**src/sv/wsp_pkg.sv**
```systemverilog
// types, codes and constants of the wav byte stream parser
`default_nettype none

package wsp_pkg;

    localparam logic [31:0] MIN_FILE_LEN  = 32'd44;
    localparam logic [31:0] FIRST_CHUNK   = 32'd12;
    localparam logic [31:0] EARLIEST_DATA = 32'd36;
    localparam logic [31:0] DATA_ID       = 32'h6174_6164;
    localparam logic [31:0] POS_MAX       = 32'hFFFF_FFFF;
    localparam logic [14:0] FULL_SCALE    = 15'd32767;

    typedef enum logic [1:0] {
        W_NONE  = 2'd0,
        W_PCM16 = 2'd1,
        W_PCM24 = 2'd2,
        W_F32   = 2'd3
    } t_width;

    typedef enum logic {
        KIND_SAMPLE = 1'b0,
        KIND_STATUS = 1'b1
    } t_kind;

    typedef enum logic [2:0] {
        ST_OK          = 3'd0,
        ST_SHORT       = 3'd1,
        ST_BAD_MAGIC   = 3'd2,
        ST_NO_DATA     = 3'd3,
        ST_UNSUPPORTED = 3'd4
    } t_status;

    typedef struct packed {
        logic [7:0] file_byte;
        logic       is_final;
    } t_in;

    typedef struct packed {
        logic               kind;
        logic signed [15:0] pcm_sample;
        logic [2:0]         status;
        logic [15:0]        wave_format;
        logic [15:0]        channel_count;
        logic [31:0]        rate_hz;
        logic [15:0]        sample_bits;
        logic [31:0]        samples_out;
        logic               last_of_run;
    } t_out;

    typedef struct packed {
        logic        has_sample;
        logic        is_final;
        t_width      width;
        logic [31:0] word;
        t_status     status;
        logic [15:0] fmt;
        logic [15:0] chan;
        logic [31:0] rate;
        logic [15:0] bits;
        logic [31:0] count;
    } t_job;

    function automatic logic [7:0] magic_byte(input logic [3:0] idx);
        logic [7:0] v;
        unique case (idx)
            4'd0:    v = 8'h52;
            4'd1:    v = 8'h49;
            4'd2:    v = 8'h46;
            4'd3:    v = 8'h46;
            4'd8:    v = 8'h57;
            4'd9:    v = 8'h41;
            4'd10:   v = 8'h56;
            4'd11:   v = 8'h45;
            default: v = 8'h00;
        endcase
        return v;
    endfunction

endpackage

`default_nettype wire

```
**src/sv/wsp_queue.sv**
```systemverilog
// job queue between the parser front and the conversion back
`default_nettype none

module wsp_queue #(
    parameter int unsigned DEPTH = 4
) (
    input  wire logic          i_clk,
    input  wire logic          i_rst_n,
    input  wire logic          i_push,
    input  wire wsp_pkg::t_job i_job,
    output logic               o_full,
    output logic               o_valid,
    output wsp_pkg::t_job      o_job,
    input  wire logic          i_pop
);

    localparam int unsigned PW = (DEPTH > 1) ? $clog2(DEPTH) : 1;
    localparam int unsigned CW = $clog2(DEPTH + 1);

    wsp_pkg::t_job   r_mem [DEPTH];
    logic [PW-1:0]   r_wr;
    logic [PW-1:0]   r_rd;
    logic [CW-1:0]   r_cnt;
    logic [PW-1:0]   n_wr;
    logic [PW-1:0]   n_rd;
    logic            do_push;
    logic            do_pop;

    assign o_full  = (r_cnt == CW'(DEPTH));
    assign o_valid = (r_cnt != '0);
    assign o_job   = r_mem[r_rd];
    assign do_push = i_push && !o_full;
    assign do_pop  = i_pop && o_valid;
    assign n_wr    = (r_wr == PW'(DEPTH - 1)) ? '0 : r_wr + 1'b1;
    assign n_rd    = (r_rd == PW'(DEPTH - 1)) ? '0 : r_rd + 1'b1;

    always_ff @(posedge i_clk) begin
        if (!i_rst_n) begin
            r_wr  <= '0;
            r_rd  <= '0;
            r_cnt <= '0;
        end else begin
            if (do_push) begin
                r_wr <= n_wr;
            end
            if (do_pop) begin
                r_rd <= n_rd;
            end
            if (do_push && !do_pop) begin
                r_cnt <= r_cnt + 1'b1;
            end else if (do_pop && !do_push) begin
                r_cnt <= r_cnt - 1'b1;
            end
        end
    end

    always_ff @(posedge i_clk) begin
        if (do_push) begin
            r_mem[r_wr] <= i_job;
        end
    end

endmodule

`default_nettype wire

```
**src/sv/wsp_front.sv**
```systemverilog
// byte parser: magic, header fields, chunk walk and sample assembly
`default_nettype none

module wsp_front (
    input  wire logic          i_clk,
    input  wire logic          i_rst_n,
    input  wire logic          i_in_valid,
    output logic               o_in_ready,
    input  wire wsp_pkg::t_in  i_in_data,
    input  wire logic          i_q_full,
    output logic               o_push,
    output wsp_pkg::t_job      o_job
);

    logic [31:0] r_pos;
    logic        r_magic;
    logic [15:0] r_fmt;
    logic [15:0] r_chan;
    logic [31:0] r_rate;
    logic [15:0] r_bits;
    logic [31:0] r_ncs;
    logic [63:0] r_hdr;
    logic        r_seen;
    logic        r_found;
    logic [31:0] r_rem;
    logic [31:0] r_asm;
    logic [1:0]  r_nbytes;
    logic [31:0] r_emitted;

    logic [31:0] n_pos;
    logic        n_magic;
    logic [15:0] n_fmt;
    logic [15:0] n_chan;
    logic [31:0] n_rate;
    logic [15:0] n_bits;
    logic [31:0] n_ncs;
    logic [63:0] n_hdr;
    logic        n_seen;
    logic        n_found;
    logic [31:0] n_rem;
    logic [31:0] n_asm;
    logic [1:0]  n_nbytes;
    logic [31:0] n_emitted;

    logic              accept;
    logic              emit;
    logic              fin;
    logic [7:0]        b;
    wsp_pkg::t_width   width;
    wsp_pkg::t_status  status;
    logic [31:0]       hdr_off;
    logic [31:0]       asm_new;
    logic [32:0]       nx;

    assign o_in_ready = !i_q_full;
    assign accept     = i_in_valid && !i_q_full;
    assign b          = i_in_data.file_byte;
    assign fin        = i_in_data.is_final;

    always_comb begin
        n_pos     = (r_pos != wsp_pkg::POS_MAX) ? r_pos + 32'd1 : r_pos;
        n_magic   = r_magic;
        n_fmt     = r_fmt;
        n_chan    = r_chan;
        n_rate    = r_rate;
        n_bits    = r_bits;
        n_ncs     = r_ncs;
        n_hdr     = r_hdr;
        n_seen    = r_seen;
        n_found   = r_found;
        n_rem     = r_rem;
        n_asm     = r_asm;
        n_nbytes  = r_nbytes;
        n_emitted = r_emitted;
        emit      = 1'b0;
        nx        = '0;

        if (r_fmt == 16'd1 && r_bits == 16'd16) begin
            width = wsp_pkg::W_PCM16;
        end else if (r_fmt == 16'd1 && r_bits == 16'd24) begin
            width = wsp_pkg::W_PCM24;
        end else if (r_fmt == 16'd3 && r_bits == 16'd32) begin
            width = wsp_pkg::W_F32;
        end else begin
            width = wsp_pkg::W_NONE;
        end

        if (r_pos < 32'd4 || (r_pos >= 32'd8 && r_pos < 32'd12)) begin
            if (b != wsp_pkg::magic_byte(r_pos[3:0])) begin
                n_magic = 1'b0;
            end
        end
        if (r_pos == 32'd20) n_fmt[7:0]   = b;
        if (r_pos == 32'd21) n_fmt[15:8]  = b;
        if (r_pos == 32'd22) n_chan[7:0]  = b;
        if (r_pos == 32'd23) n_chan[15:8] = b;
        if (r_pos >= 32'd24 && r_pos < 32'd28) begin
            n_rate[{r_pos[1:0], 3'b000} +: 8] = b;
        end
        if (r_pos == 32'd34) n_bits[7:0]  = b;
        if (r_pos == 32'd35) n_bits[15:8] = b;

        hdr_off = r_pos - r_ncs;
        asm_new = r_asm | ({24'd0, b} << {r_nbytes, 3'b000});

        if (r_found) begin
            if (r_rem != 32'd0) begin
                n_rem  = r_rem - 32'd1;
                n_seen = 1'b1;
                if (n_magic && width != wsp_pkg::W_NONE &&
                    r_ncs >= wsp_pkg::EARLIEST_DATA) begin
                    if (r_nbytes == 2'(width)) begin
                        emit      = 1'b1;
                        n_emitted = r_emitted + 32'd1;
                        n_asm     = '0;
                        n_nbytes  = '0;
                    end else begin
                        n_asm    = asm_new;
                        n_nbytes = r_nbytes + 2'd1;
                    end
                end
            end
        end else if (r_pos != wsp_pkg::POS_MAX && r_pos >= r_ncs && hdr_off < 32'd8) begin
            n_hdr = ((hdr_off[2:0] == 3'd0) ? 64'd0 : r_hdr) |
                    ({56'd0, b} << {hdr_off[2:0], 3'b000});
            if (hdr_off[2:0] == 3'd7) begin
                if (n_hdr[31:0] == wsp_pkg::DATA_ID) begin
                    n_found = 1'b1;
                    n_rem   = n_hdr[63:32];
                end else begin
                    nx = {1'b0, r_ncs} + 33'd8 + {1'b0, n_hdr[63:32]} + {32'd0, n_hdr[32]};
                    n_ncs = nx[32] ? 32'd0 : nx[31:0];
                end
            end
        end

        priority if (r_pos < wsp_pkg::MIN_FILE_LEN - 32'd1) begin
            status = wsp_pkg::ST_SHORT;
        end else if (!n_magic) begin
            status = wsp_pkg::ST_BAD_MAGIC;
        end else if (!n_seen) begin
            status = wsp_pkg::ST_NO_DATA;
        end else if (n_ncs < wsp_pkg::EARLIEST_DATA || width == wsp_pkg::W_NONE) begin
            status = wsp_pkg::ST_UNSUPPORTED;
        end else begin
            status = wsp_pkg::ST_OK;
        end
    end

    assign o_push           = accept && (emit || fin);
    assign o_job.has_sample = emit;
    assign o_job.is_final   = fin;
    assign o_job.width      = width;
    assign o_job.word       = asm_new;
    assign o_job.status     = status;
    assign o_job.fmt        = n_fmt;
    assign o_job.chan       = n_chan;
    assign o_job.rate       = n_rate;
    assign o_job.bits       = n_bits;
    assign o_job.count      = n_emitted;

    always_ff @(posedge i_clk) begin
        if (!i_rst_n || (accept && fin)) begin
            r_pos     <= '0;
            r_magic   <= 1'b1;
            r_fmt     <= '0;
            r_chan    <= '0;
            r_rate    <= '0;
            r_bits    <= '0;
            r_ncs     <= wsp_pkg::FIRST_CHUNK;
            r_hdr     <= '0;
            r_seen    <= 1'b0;
            r_found   <= 1'b0;
            r_rem     <= '0;
            r_asm     <= '0;
            r_nbytes  <= '0;
            r_emitted <= '0;
        end else if (accept) begin
            r_pos     <= n_pos;
            r_magic   <= n_magic;
            r_fmt     <= n_fmt;
            r_chan    <= n_chan;
            r_rate    <= n_rate;
            r_bits    <= n_bits;
            r_ncs     <= n_ncs;
            r_hdr     <= n_hdr;
            r_seen    <= n_seen;
            r_found   <= n_found;
            r_rem     <= n_rem;
            r_asm     <= n_asm;
            r_nbytes  <= n_nbytes;
            r_emitted <= n_emitted;
        end
    end

endmodule

`default_nettype wire

```
**src/sv/wsp_back.sv**
```systemverilog
// result issue, sample conversion pipeline and output register
`default_nettype none

module wsp_back (
    input  wire logic          i_clk,
    input  wire logic          i_rst_n,
    input  wire logic          i_valid,
    input  wire wsp_pkg::t_job i_job,
    output logic               o_pop,
    output logic               o_out_valid,
    input  wire logic          i_out_ready,
    output wsp_pkg::t_out      o_out_data
);

    typedef struct packed {
        wsp_pkg::t_out   res;
        wsp_pkg::t_width width;
        logic            sgn;
        logic [7:0]      expo;
        logic [22:0]     mant;
        logic [38:0]     prod;
        logic [15:0]     raw;
    } t_s1;

    t_s1           r_s1;
    logic          r_s1_valid;
    wsp_pkg::t_out r_out;
    logic          r_out_valid;
    logic          r_phase;

    t_s1           n_s1;
    wsp_pkg::t_out n_out;
    wsp_pkg::t_kind issue_kind;
    logic          s1_free;
    logic          s2_free;
    logic          issue;

    logic [23:0]   q;
    logic          rnd;
    logic [24:0]   qr;
    logic [39:0]   rr;
    logic [7:0]    se;
    logic [39:0]   shifted;
    logic [15:0]   mag;
    logic [15:0]   fconv;
    logic [15:0]   full16;

    assign s2_free    = !r_out_valid || i_out_ready;
    assign s1_free    = !r_s1_valid || s2_free;
    assign issue      = i_valid && s1_free;
    assign issue_kind = (i_job.has_sample && !r_phase) ? wsp_pkg::KIND_SAMPLE
                                                      : wsp_pkg::KIND_STATUS;
    assign o_pop      = issue && (issue_kind == wsp_pkg::KIND_STATUS || !i_job.is_final);
    assign full16     = {1'b0, wsp_pkg::FULL_SCALE};

    always_comb begin
        n_s1.res.kind          = issue_kind;
        n_s1.res.pcm_sample    = '0;
        n_s1.res.status        = (issue_kind == wsp_pkg::KIND_STATUS) ? i_job.status
                                                                      : wsp_pkg::ST_OK;
        n_s1.res.wave_format   = i_job.fmt;
        n_s1.res.channel_count = i_job.chan;
        n_s1.res.rate_hz       = i_job.rate;
        n_s1.res.sample_bits   = i_job.bits;
        n_s1.res.samples_out   = i_job.count;
        n_s1.res.last_of_run   = (issue_kind == wsp_pkg::KIND_STATUS) || !i_job.is_final;
        n_s1.width             = (issue_kind == wsp_pkg::KIND_SAMPLE) ? i_job.width
                                                                      : wsp_pkg::W_NONE;
        n_s1.sgn               = i_job.word[31];
        n_s1.expo              = i_job.word[30:23];
        n_s1.mant              = i_job.word[22:0];
        n_s1.prod              = {15'd0, 1'b1, i_job.word[22:0]} * {24'd0, wsp_pkg::FULL_SCALE};
        n_s1.raw               = (i_job.width == wsp_pkg::W_PCM24) ? i_job.word[23:8]
                                                                   : i_job.word[15:0];
    end

    // round the product to 24 significant bits, then scale by the exponent
    always_comb begin
        if (r_s1.prod[38]) begin
            q   = r_s1.prod[38:15];
            rnd = r_s1.prod[14] && ((r_s1.prod[13:0] != '0) || r_s1.prod[15]);
        end else begin
            q   = r_s1.prod[37:14];
            rnd = r_s1.prod[13] && ((r_s1.prod[12:0] != '0) || r_s1.prod[14]);
        end
        qr      = {1'b0, q} + {24'd0, rnd};
        rr      = r_s1.prod[38] ? {qr, 15'd0} : {1'b0, qr, 14'd0};
        se      = 8'd150 - r_s1.expo;
        shifted = rr >> se[5:0];
        mag     = (se >= 8'd40) ? 16'd0 : shifted[15:0];

        priority if (r_s1.expo == 8'hFF && r_s1.mant != '0) begin
            fconv = full16;
        end else if (r_s1.expo >= 8'd127) begin
            fconv = r_s1.sgn ? 16'd0 - full16 : full16;
        end else if (r_s1.expo == 8'd0) begin
            fconv = 16'd0;
        end else begin
            fconv = r_s1.sgn ? 16'd0 - mag : mag;
        end

        n_out = r_s1.res;
        unique case (r_s1.width)
            wsp_pkg::W_PCM16: n_out.pcm_sample = r_s1.raw;
            wsp_pkg::W_PCM24: n_out.pcm_sample = r_s1.raw;
            wsp_pkg::W_F32:   n_out.pcm_sample = fconv;
            wsp_pkg::W_NONE:  n_out.pcm_sample = 16'sd0;
            default:          n_out.pcm_sample = 16'sd0;
        endcase
    end

    always_ff @(posedge i_clk) begin
        if (!i_rst_n) begin
            r_s1_valid  <= 1'b0;
            r_out_valid <= 1'b0;
            r_phase     <= 1'b0;
        end else begin
            if (s1_free) begin
                r_s1_valid <= issue;
            end
            if (s2_free) begin
                r_out_valid <= r_s1_valid;
            end
            if (issue) begin
                r_phase <= (issue_kind == wsp_pkg::KIND_SAMPLE) && i_job.is_final;
            end
        end
    end

    always_ff @(posedge i_clk) begin
        if (issue) begin
            r_s1 <= n_s1;
        end
        if (s2_free && r_s1_valid) begin
            r_out <= n_out;
        end
    end

    assign o_out_valid = r_out_valid;
    assign o_out_data  = r_out;

endmodule

`default_nettype wire

```
**src/sv/wav_stream_to_pcm16.sv**
```systemverilog
// top level of the wav byte stream to signed 16-bit pcm converter
//
// channel  direction  handshake                  payload
// in       input      i_in_valid / o_in_ready    wsp_pkg::t_in  (file_byte, is_final)
// out      output     o_out_valid / i_out_ready  wsp_pkg::t_out (one result per transfer)
//
// one byte per cycle is taken while the job queue has room
// a result is registered in the queue, the multiply stage and the output register
// a byte that ends a sample and the file gives two results, a sample then a status
// synchronous reset clears the parser state, queue pointers and pipeline valids
// an output stall fills the queue; o_in_ready drops only when the queue is full
`default_nettype none

module wav_stream_to_pcm16 #(
    parameter int unsigned QUEUE_DEPTH = 4
) (
    input  wire logic          i_clk,
    input  wire logic          i_rst_n,
    input  wire logic          i_in_valid,
    output logic               o_in_ready,
    input  wire wsp_pkg::t_in  i_in_data,
    output logic               o_out_valid,
    input  wire logic          i_out_ready,
    output wsp_pkg::t_out      o_out_data
);

    logic          q_full;
    logic          q_push;
    logic          q_valid;
    logic          q_pop;
    wsp_pkg::t_job push_job;
    wsp_pkg::t_job head_job;

    wsp_front u_front (
        .i_clk      (i_clk),
        .i_rst_n    (i_rst_n),
        .i_in_valid (i_in_valid),
        .o_in_ready (o_in_ready),
        .i_in_data  (i_in_data),
        .i_q_full   (q_full),
        .o_push     (q_push),
        .o_job      (push_job)
    );

    wsp_queue #(
        .DEPTH (QUEUE_DEPTH)
    ) u_queue (
        .i_clk   (i_clk),
        .i_rst_n (i_rst_n),
        .i_push  (q_push),
        .i_job   (push_job),
        .o_full  (q_full),
        .o_valid (q_valid),
        .o_job   (head_job),
        .i_pop   (q_pop)
    );

    wsp_back u_back (
        .i_clk       (i_clk),
        .i_rst_n     (i_rst_n),
        .i_valid     (q_valid),
        .i_job       (head_job),
        .o_pop       (q_pop),
        .o_out_valid (o_out_valid),
        .i_out_ready (i_out_ready),
        .o_out_data  (o_out_data)
    );

endmodule

`default_nettype wire

```
**config.mk**
```make
export PLATFORM = sky130hd
export DESIGN_NAME = wav_stream_to_pcm16
export DESIGN_NICKNAME = d
export VERILOG_FILES = /design/src/sv/wsp_pkg.sv /design/src/sv/wsp_queue.sv /design/src/sv/wsp_front.sv /design/src/sv/wsp_back.sv /design/src/sv/wav_stream_to_pcm16.sv
export SDC_FILE = /design/constraint.sdc
export NUM_CORES = 2
export LEC_CHECK = 0
export ABC_AREA = 0
export BUFFER_PORTS_ARGS = -buffer_cell sky130_fd_sc_hd__buf_2
export CAP_MARGIN = 5
export CELL_PAD_IN_SITES_DETAIL_PLACEMENT = 0
export CELL_PAD_IN_SITES_GLOBAL_PLACEMENT = 1
export CORE_UTILIZATION = 47
export CTS_CLUSTER_DIAMETER = 120
export CTS_CLUSTER_SIZE = 20
export DETAILED_ROUTE_END_ITERATION = 16
export GPL_TIMING_DRIVEN = 0
export HOLD_SLACK_MARGIN = 0.05
export PLACE_DENSITY = 0.86
export SYNTH_ARGS = -nofsm -noshare
export SYNTH_HDL_FRONTEND = slang
export SYNTH_SLANG_ARGS = --single-unit
```
**constraint.sdc**
```tcl
create_clock -name i_clk -period 15.5 [get_ports i_clk]
set_clock_uncertainty 0.05 [all_clocks]
set_input_delay 3.1 -clock i_clk [delete_from_list [all_inputs] [get_ports i_clk]]
set_output_delay 3.1 -clock i_clk [all_outputs]
set_load 0.02 [all_outputs]
```
# ---- Word-level counts from Yosys, hierarchy flattened
# Memory sizes are Yosys's and may differ from the RTL's. A register that Yosys moved wholly into a read port is not among the register bits.
# Cells that the tools add are included.
dict set report word_totals {
  ff_bits 658
  ram_bits 604
  romBits 96
  input_bits 13
  out_inout_bits 135
  elab_cells 234
  mem_count 2
}
dict set report op_classes {
  n_addsub 16
  multipliers 1
  order_cmp 12
  eq_ne 25
  shift 5
  mux 67
  bitwise 3
  n_reduce_logical 60
}
# memory words word_bits read_ports rd_clocked_by_memory_dff write_ports line
set memory_table {}
lappend memory_table {u_queue.r_mem 4 151 1 1 1 wsp_queue.sv:20} ;# wsp_pkg::t_job r_mem [DEPTH];
lappend memory_table {{(name not given)} 16 6 1 1 0 wsp_pkg.sv:65} ;# unique case (idx)
# op n
set ops {}
lappend ops {{two-way mux 32 bit} 16}
lappend ops {{== test 32 x 5 -> 1 bit, second input constant} 4}
lappend ops {{two-way mux 16 bit} 7}
lappend ops {{adder 32 x 1 -> 32 bit, second input constant} 2}
lappend ops {{== test 32 x 6 -> 1 bit, second input constant} 2}
lappend ops {{< comparator 32 x 4 -> 1 bit, second input constant} 2}
lappend ops {{< comparator 32 x 6 -> 1 bit, second input constant} 2}
lappend ops {{two-way mux 64 bit} 1}
lappend ops {{bitwise OR 64 bit} 1}
lappend ops {{<< shifter 8 x 6 -> 64 bit} 1}
lappend ops {{two-way mux 8 bit} 7}
lappend ops {{one-hot mux 16 bit (3 select lines)} 1}
lappend ops {{two-way mux 40 bit} 1}
lappend ops {{>> shifter 40 x 6 -> 16 bit} 1}
lappend ops {{multiplier 24 x 15 -> 39 bit, second input constant} 1}
lappend ops {{adder 32 x 4 -> 33 bit, second input constant} 1}
lappend ops {{adder 33 x 1 -> 33 bit} 1}
lappend ops {{adder 33 x 32 -> 33 bit} 1}
lappend ops {{bitwise mux 32 bit} 1}
lappend ops {{== test 16 x 5 -> 1 bit, second input constant} 2}
lappend ops {{== test 32 x 31 -> 1 bit, second input constant} 1}
lappend ops {{>= comparator 32 bit} 1}
lappend ops {{>= comparator 32 x 4 -> 1 bit, second input constant} 1}
lappend ops {{>= comparator 32 x 5 -> 1 bit, second input constant} 1}
lappend ops {{52 further kinds} 130}

# ---- Logic depth before layout (Yosys ltp)
dict set report logic_depth {
  depth_word 19
  depth_mapped 27
  mapped_depth_nobuf 25
}

# ---- Modules after synthesis
# Synthesis repeated with hierarchy kept, for this count alone.
dict set report unflattened {
  cells_unflattened 5241
  hier_area_um2 64214.1
}
# module instances cells_per_inst area_per_inst_um2
set by_module_without_submodules {}
lappend by_module_without_submodules {wsp_queue 1 840 22245.1}
lappend by_module_without_submodules {wsp_back 1 1741 21882.2}
lappend by_module_without_submodules {wsp_front 1 2660 20086.8}

# ---- Worst setup path after synthesis
# OpenSTA, ideal clock, no wires.
dict set report synth_path {
  path_kind {input -> register}
  start {in i_out_ready}
  end {reg u_queue.r_cnt[2]}
  t_arrival_ns 15.889
  setup_slack_ns -0.515
  stages 9
  cell_sequence {nor2b_1 -> a21oi_1 -> nand2_1 -> ha_1 -> inv_1 -> fa_1 -> xor2_1 -> or3_1 -> a21boi_0}
}
dict set report synth_via {
  elab_chain_len 8
  word_cells_on_any_way 10
  cone_classes {mux: 1; reduce/logical: 9}
}
# element line
set synth_lines {}
lappend synth_lines {{start: declaration} wav_stream_to_pcm16.sv:23} ;# input wire logic i_out_ready,
lappend synth_lines {{logical OR 1 bit (*)} wsp_back.sv:48} ;# assign s2_free = !r_out_valid || i_out_ready;
lappend synth_lines {{logical OR 1 bit (*)} wsp_back.sv:49} ;# assign s1_free = !r_s1_valid || s2_free;
lappend synth_lines {{logical AND 1 bit (*)} wsp_back.sv:50} ;# assign issue = i_valid && s1_free;
lappend synth_lines {{named net u_back.issue} wsp_back.sv:36} ;# logic issue;
lappend synth_lines {{logical AND 1 bit (*)} wsp_back.sv:53} ;# assign o_pop = issue && (issue_kind == wsp_pkg::KIND_STATUS || !i_job.is_final);
lappend synth_lines {{logical AND 1 bit (*)} wsp_queue.sv:33} ;# assign do_pop = i_pop && o_valid;
lappend synth_lines {{logical NOT 1 bit} wsp_queue.sv:49} ;# if (do_push && !do_pop) begin
lappend synth_lines {{logical AND 1 bit} wsp_queue.sv:49}
lappend synth_lines {{two-way mux 3 bit / nonzero test 2 bit (equally long branches)} n/a}
lappend synth_lines {{end signal: assignment} wsp_queue.sv:50} ;# r_cnt <= r_cnt + 1'b1;
lappend synth_lines {{end signal: assignment} wsp_queue.sv:52} ;# r_cnt <= r_cnt - 1'b1;
lappend synth_lines {{end: declaration} wsp_queue.sv:23} ;# logic [CW-1:0] r_cnt;
# The timed path passes the listed nets; every way through them passes the cells marked *.
# A chain may end at the register's enable or synchronous reset.

==> impl_metrics.py <==
metrics = {
    "global_route": {
        "grt.total_usage_pct": 24.2,
        "antenna_found_initial": 8,
        "grt_pass1_vias": 40600,
        "grt_max_degree": 60,
        "overflow": 0,
        "grt_pass1_wl_um": 249000,
    },
    "synth": {
        "ys_types": 93,
        "synthFlopType": "edfxtp_1",
        "yosys_warnings": 0,
        "synth-seq-cells": 1269,
        "async_reset_ff_share_pct": 0,
        "syn-cell-area_um2": 62400,
        "synth_cells": 5018,
        "synth-edff-count": 942,
        "syn_nets": 5411,
        "syn_avg_cell_area_um2": 12.4,
        "ys_seq_area_share_pct": 55.8,
    },
    "clock_tree": {
        "cts_tree": "done",
        "cts_hold_buf": 0,
        "path_clk_slew_ns": 0.08,
        "cts_sinks": 1269,
        "cts_resized": 0,
        "cts_setup_buffers": 0,
        "cts_root_buffer": "clkbuf_16",
        "cts_made_buffers": 77,
        "htree_levels": 3,
        "clockBufferDepth": 3,
        "clkLatencyLatePin_ns": 0.71,
    },
    "timing": {
        "min_period_ns": 9.51,
        "post-route-period-util_pct": 61.3,
        "fin_tns_setup_ns": 0,
        "rsz0062_at_grt": "no",
        "worst_slew_pin_slew_ns": 1.32,
        "timing_hold_violations_final": 0,
        "max_slew_margin_pct": 11.9,
        "setup-violations-final": 0,
        "drv_slew": 0,
        "fmax_ghz": 0.105,
    },
    "status": {
        "status": "finished clean",
    },
    "setup_path": {
        "slowest_stage": "buf_1",
        "worst-endpoint-required_ns": 15.86,
        "start_kind": "register",
        "path_delay_family": "adder cells",
        "r2r_cells": 26,
        "rr_endpoint": "u_back.r_s1[54]",
        "cp_max_fo": 10,
        "max_stage_delay_ns": 0.90,
        "crit_end": "u_back.r_s1[54]",
        "ff2ff_setup_slack_ns": 5.99,
        "crit_buf_inv": 6,
        "critPathKind": "register to register",
        "crit_path_end_kind": "register",
        "arrival_ns": 9.87,
        "path_depth": 26,
    },
    "placed_design": {
        "io_buffers": 140,
        "gp_congestion": 0.954,
        "hpwlAfterDp_um": 120000,
    },
    "detailed_routing": {
        "num_vias": 41300,
        "firstDrtPassIters": 8,
        "postRouteAntennaNets": 0,
        "wl_per_cell_um": 23.3,
        "drt-total-wl_um": 165000,
        "drt_iter0_drc": 3968,
        "vias_per_cell": 5.84,
        "drc": 0,
    },
    "min_path": {
        "min_path_type": "register to register",
    },
    "finish": {
        "syn_to_final_growth_pct": 9.38,
        "drive_gt1_share_pct": 10.3,
        "fillers": 11100,
        "nNetsFinal": 5655,
    },
    "floorplan": {
        "die_x_um": 366,
        "ios": 148,
        "initial_core_util_pct": 47.4,
        "die-area_um2": 134000,
        "fp.coreArea_um2": 132000,
        "row_count": 133,
        "die_h_um": 366,
    },
    "job": {
        "maxCapViolCount": 0,
    },
}
## synth_stat cells (34+ instances only)
master    number  area share, %
o21ai_0      195            1.6
mux2i_1       60           0.96
and2_1        35           0.35
nor2_1       438            2.6
mux4_2       154            5.6
nand4_1       48           0.48
xnor2_1      101            1.4
and3_1        43           0.43
nor3_1       120           0.96
a21oi_1      281            2.3
ha_1         204            4.1
nand3_1       90           0.72
clkbuf_1     195            1.2
a21o_1        77           0.93
nand2_1      423            2.5
fa_1         176            5.6
a22oi_1       44           0.53
xor2_1        91            1.3
edfxtp_1     942             45
or3_1         57           0.57
inv_1        256            1.5
nor4_1        58           0.58
mux2_2        77            1.4
dfxtp_1      327             10
nor2b_1       34           0.34
## final cells by class
cell class | instances | area [µm²] | area share (%)
Sequential cell | 1269 | 34800 | 51.1
Multi-Input combinational cell | 3262 | 25700 | 37.7
Tap cell | 1755 | 2200 | 3.22
Clock buffer | 123 | 2140 | 3.14
Timing Repair Buffer | 165 | 1210 | 1.78
Inverter | 256 | 961 | 1.41
Buffer | 231 | 886 | 1.30
Clock inverter | 14 | 269 | 0.394
Antenna cell | 2 | 5.00 | 0.00734
## worst min-delay path by stage
stage                          start               endpoint  slack, ns  depth (start not counted)
detailed placement  u_back.n_out[26]  u_back.o_out_data[26]       0.35                          0
floorplan            u_back.n_out[0]   u_back.o_out_data[0]       0.35                          0
global placement     u_back.n_out[9]   u_back.o_out_data[9]       0.35                          0
CTS                 u_back.n_out[69]  u_back.o_out_data[69]       0.37                          0
global route        u_back.n_out[13]  u_back.o_out_data[13]       0.37                          0
finish              u_back.n_out[87]  u_back.o_out_data[87]       0.37                          0
## registers in the layout, indices dropped and copies added (netlist names), 32 cells and up, named ones only
name / flops
u_back.n_out: 117
u_back.o_out_data: 133
u_back.r_s1: 88
u_front.r_asm: 32
u_front.r_emitted: 32
u_front.r_hdr: 64
u_front.r_ncs: 32
u_front.r_pos: 32
u_front.r_rate: 32
u_front.r_rem: 32
u_queue.r_mem: 604
## layer usage
| layer | up-vias | track usage [%] | wire (µm) |
|---|---|---|---|
| met1 | 20600 | 33.2 | 70000 |
| met3 | 235 | 2.60 | 9720 |
| met2 | 1393 | 40.5 | 80200 |
| met5 | - | 0 | 16 |
| met4 | 2 | 7.60 | 5000 |
| li1 | 19000 | - | - |
## cells by family (layout without fill, tap and decap cells)
kind of cell / after synthesis / after routing / share of synthesized area (%)
simple gates: 1477 / 1477 / 11.3
xor+xnor: 192 / 192 / 2.70
other cells: 0 / 2 / 0
fa+ha+maj: 381 / 381 / 9.76
flops: 1269 / 1269 / 55.8
mux: 291 / 291 / 7.91
buf+inv: 487 / 789 / 2.96
compound gates: 921 / 921 / 9.50
## stage by stage
step	instances	setup WS (ns)	utilization [%]	cell area (µm²)	hold WS, ns
2_1_floorplan	5018	4.61	-	62400	0.350
5_1_grt	7075	5.37	51.8	68200	0.371
6_report	7077	5.99	51.8	68200	0.372
4_1_cts	7070	5.96	51.8	68200	0.373
3_3_place_gp	6913	1.07	49.6	65300	0.351
3_5_place_dp	6933	5.92	50.0	65800	0.355
## placed cells by master (no fill, tap or decap), drive strengths merged, types with 20 or more instances in the layout
master / instances
edfxtp: 942
nor2: 439
nand2: 423
dfxtp: 327
clkbuf: 323
a21oi: 281
inv: 264
ha: 204
o21ai: 200
buf: 196
fa: 176
mux4: 154
nor3: 120
xnor2: 101
xor2: 91
nand3: 91
mux2: 77
a21o: 77
nor4: 64
mux2i: 60
or3: 57
nand4: 48
a22oi: 44
and3: 43
and2: 37
a211oi: 36
nor2b: 34
o21a: 33
a31oi: 31
nand2b: 21
and4: 20
o31ai: 20
Power is left out: the tool's default activity adds up to more than one toggle a clock period on the data nets, which glitch-free logic cannot reach.
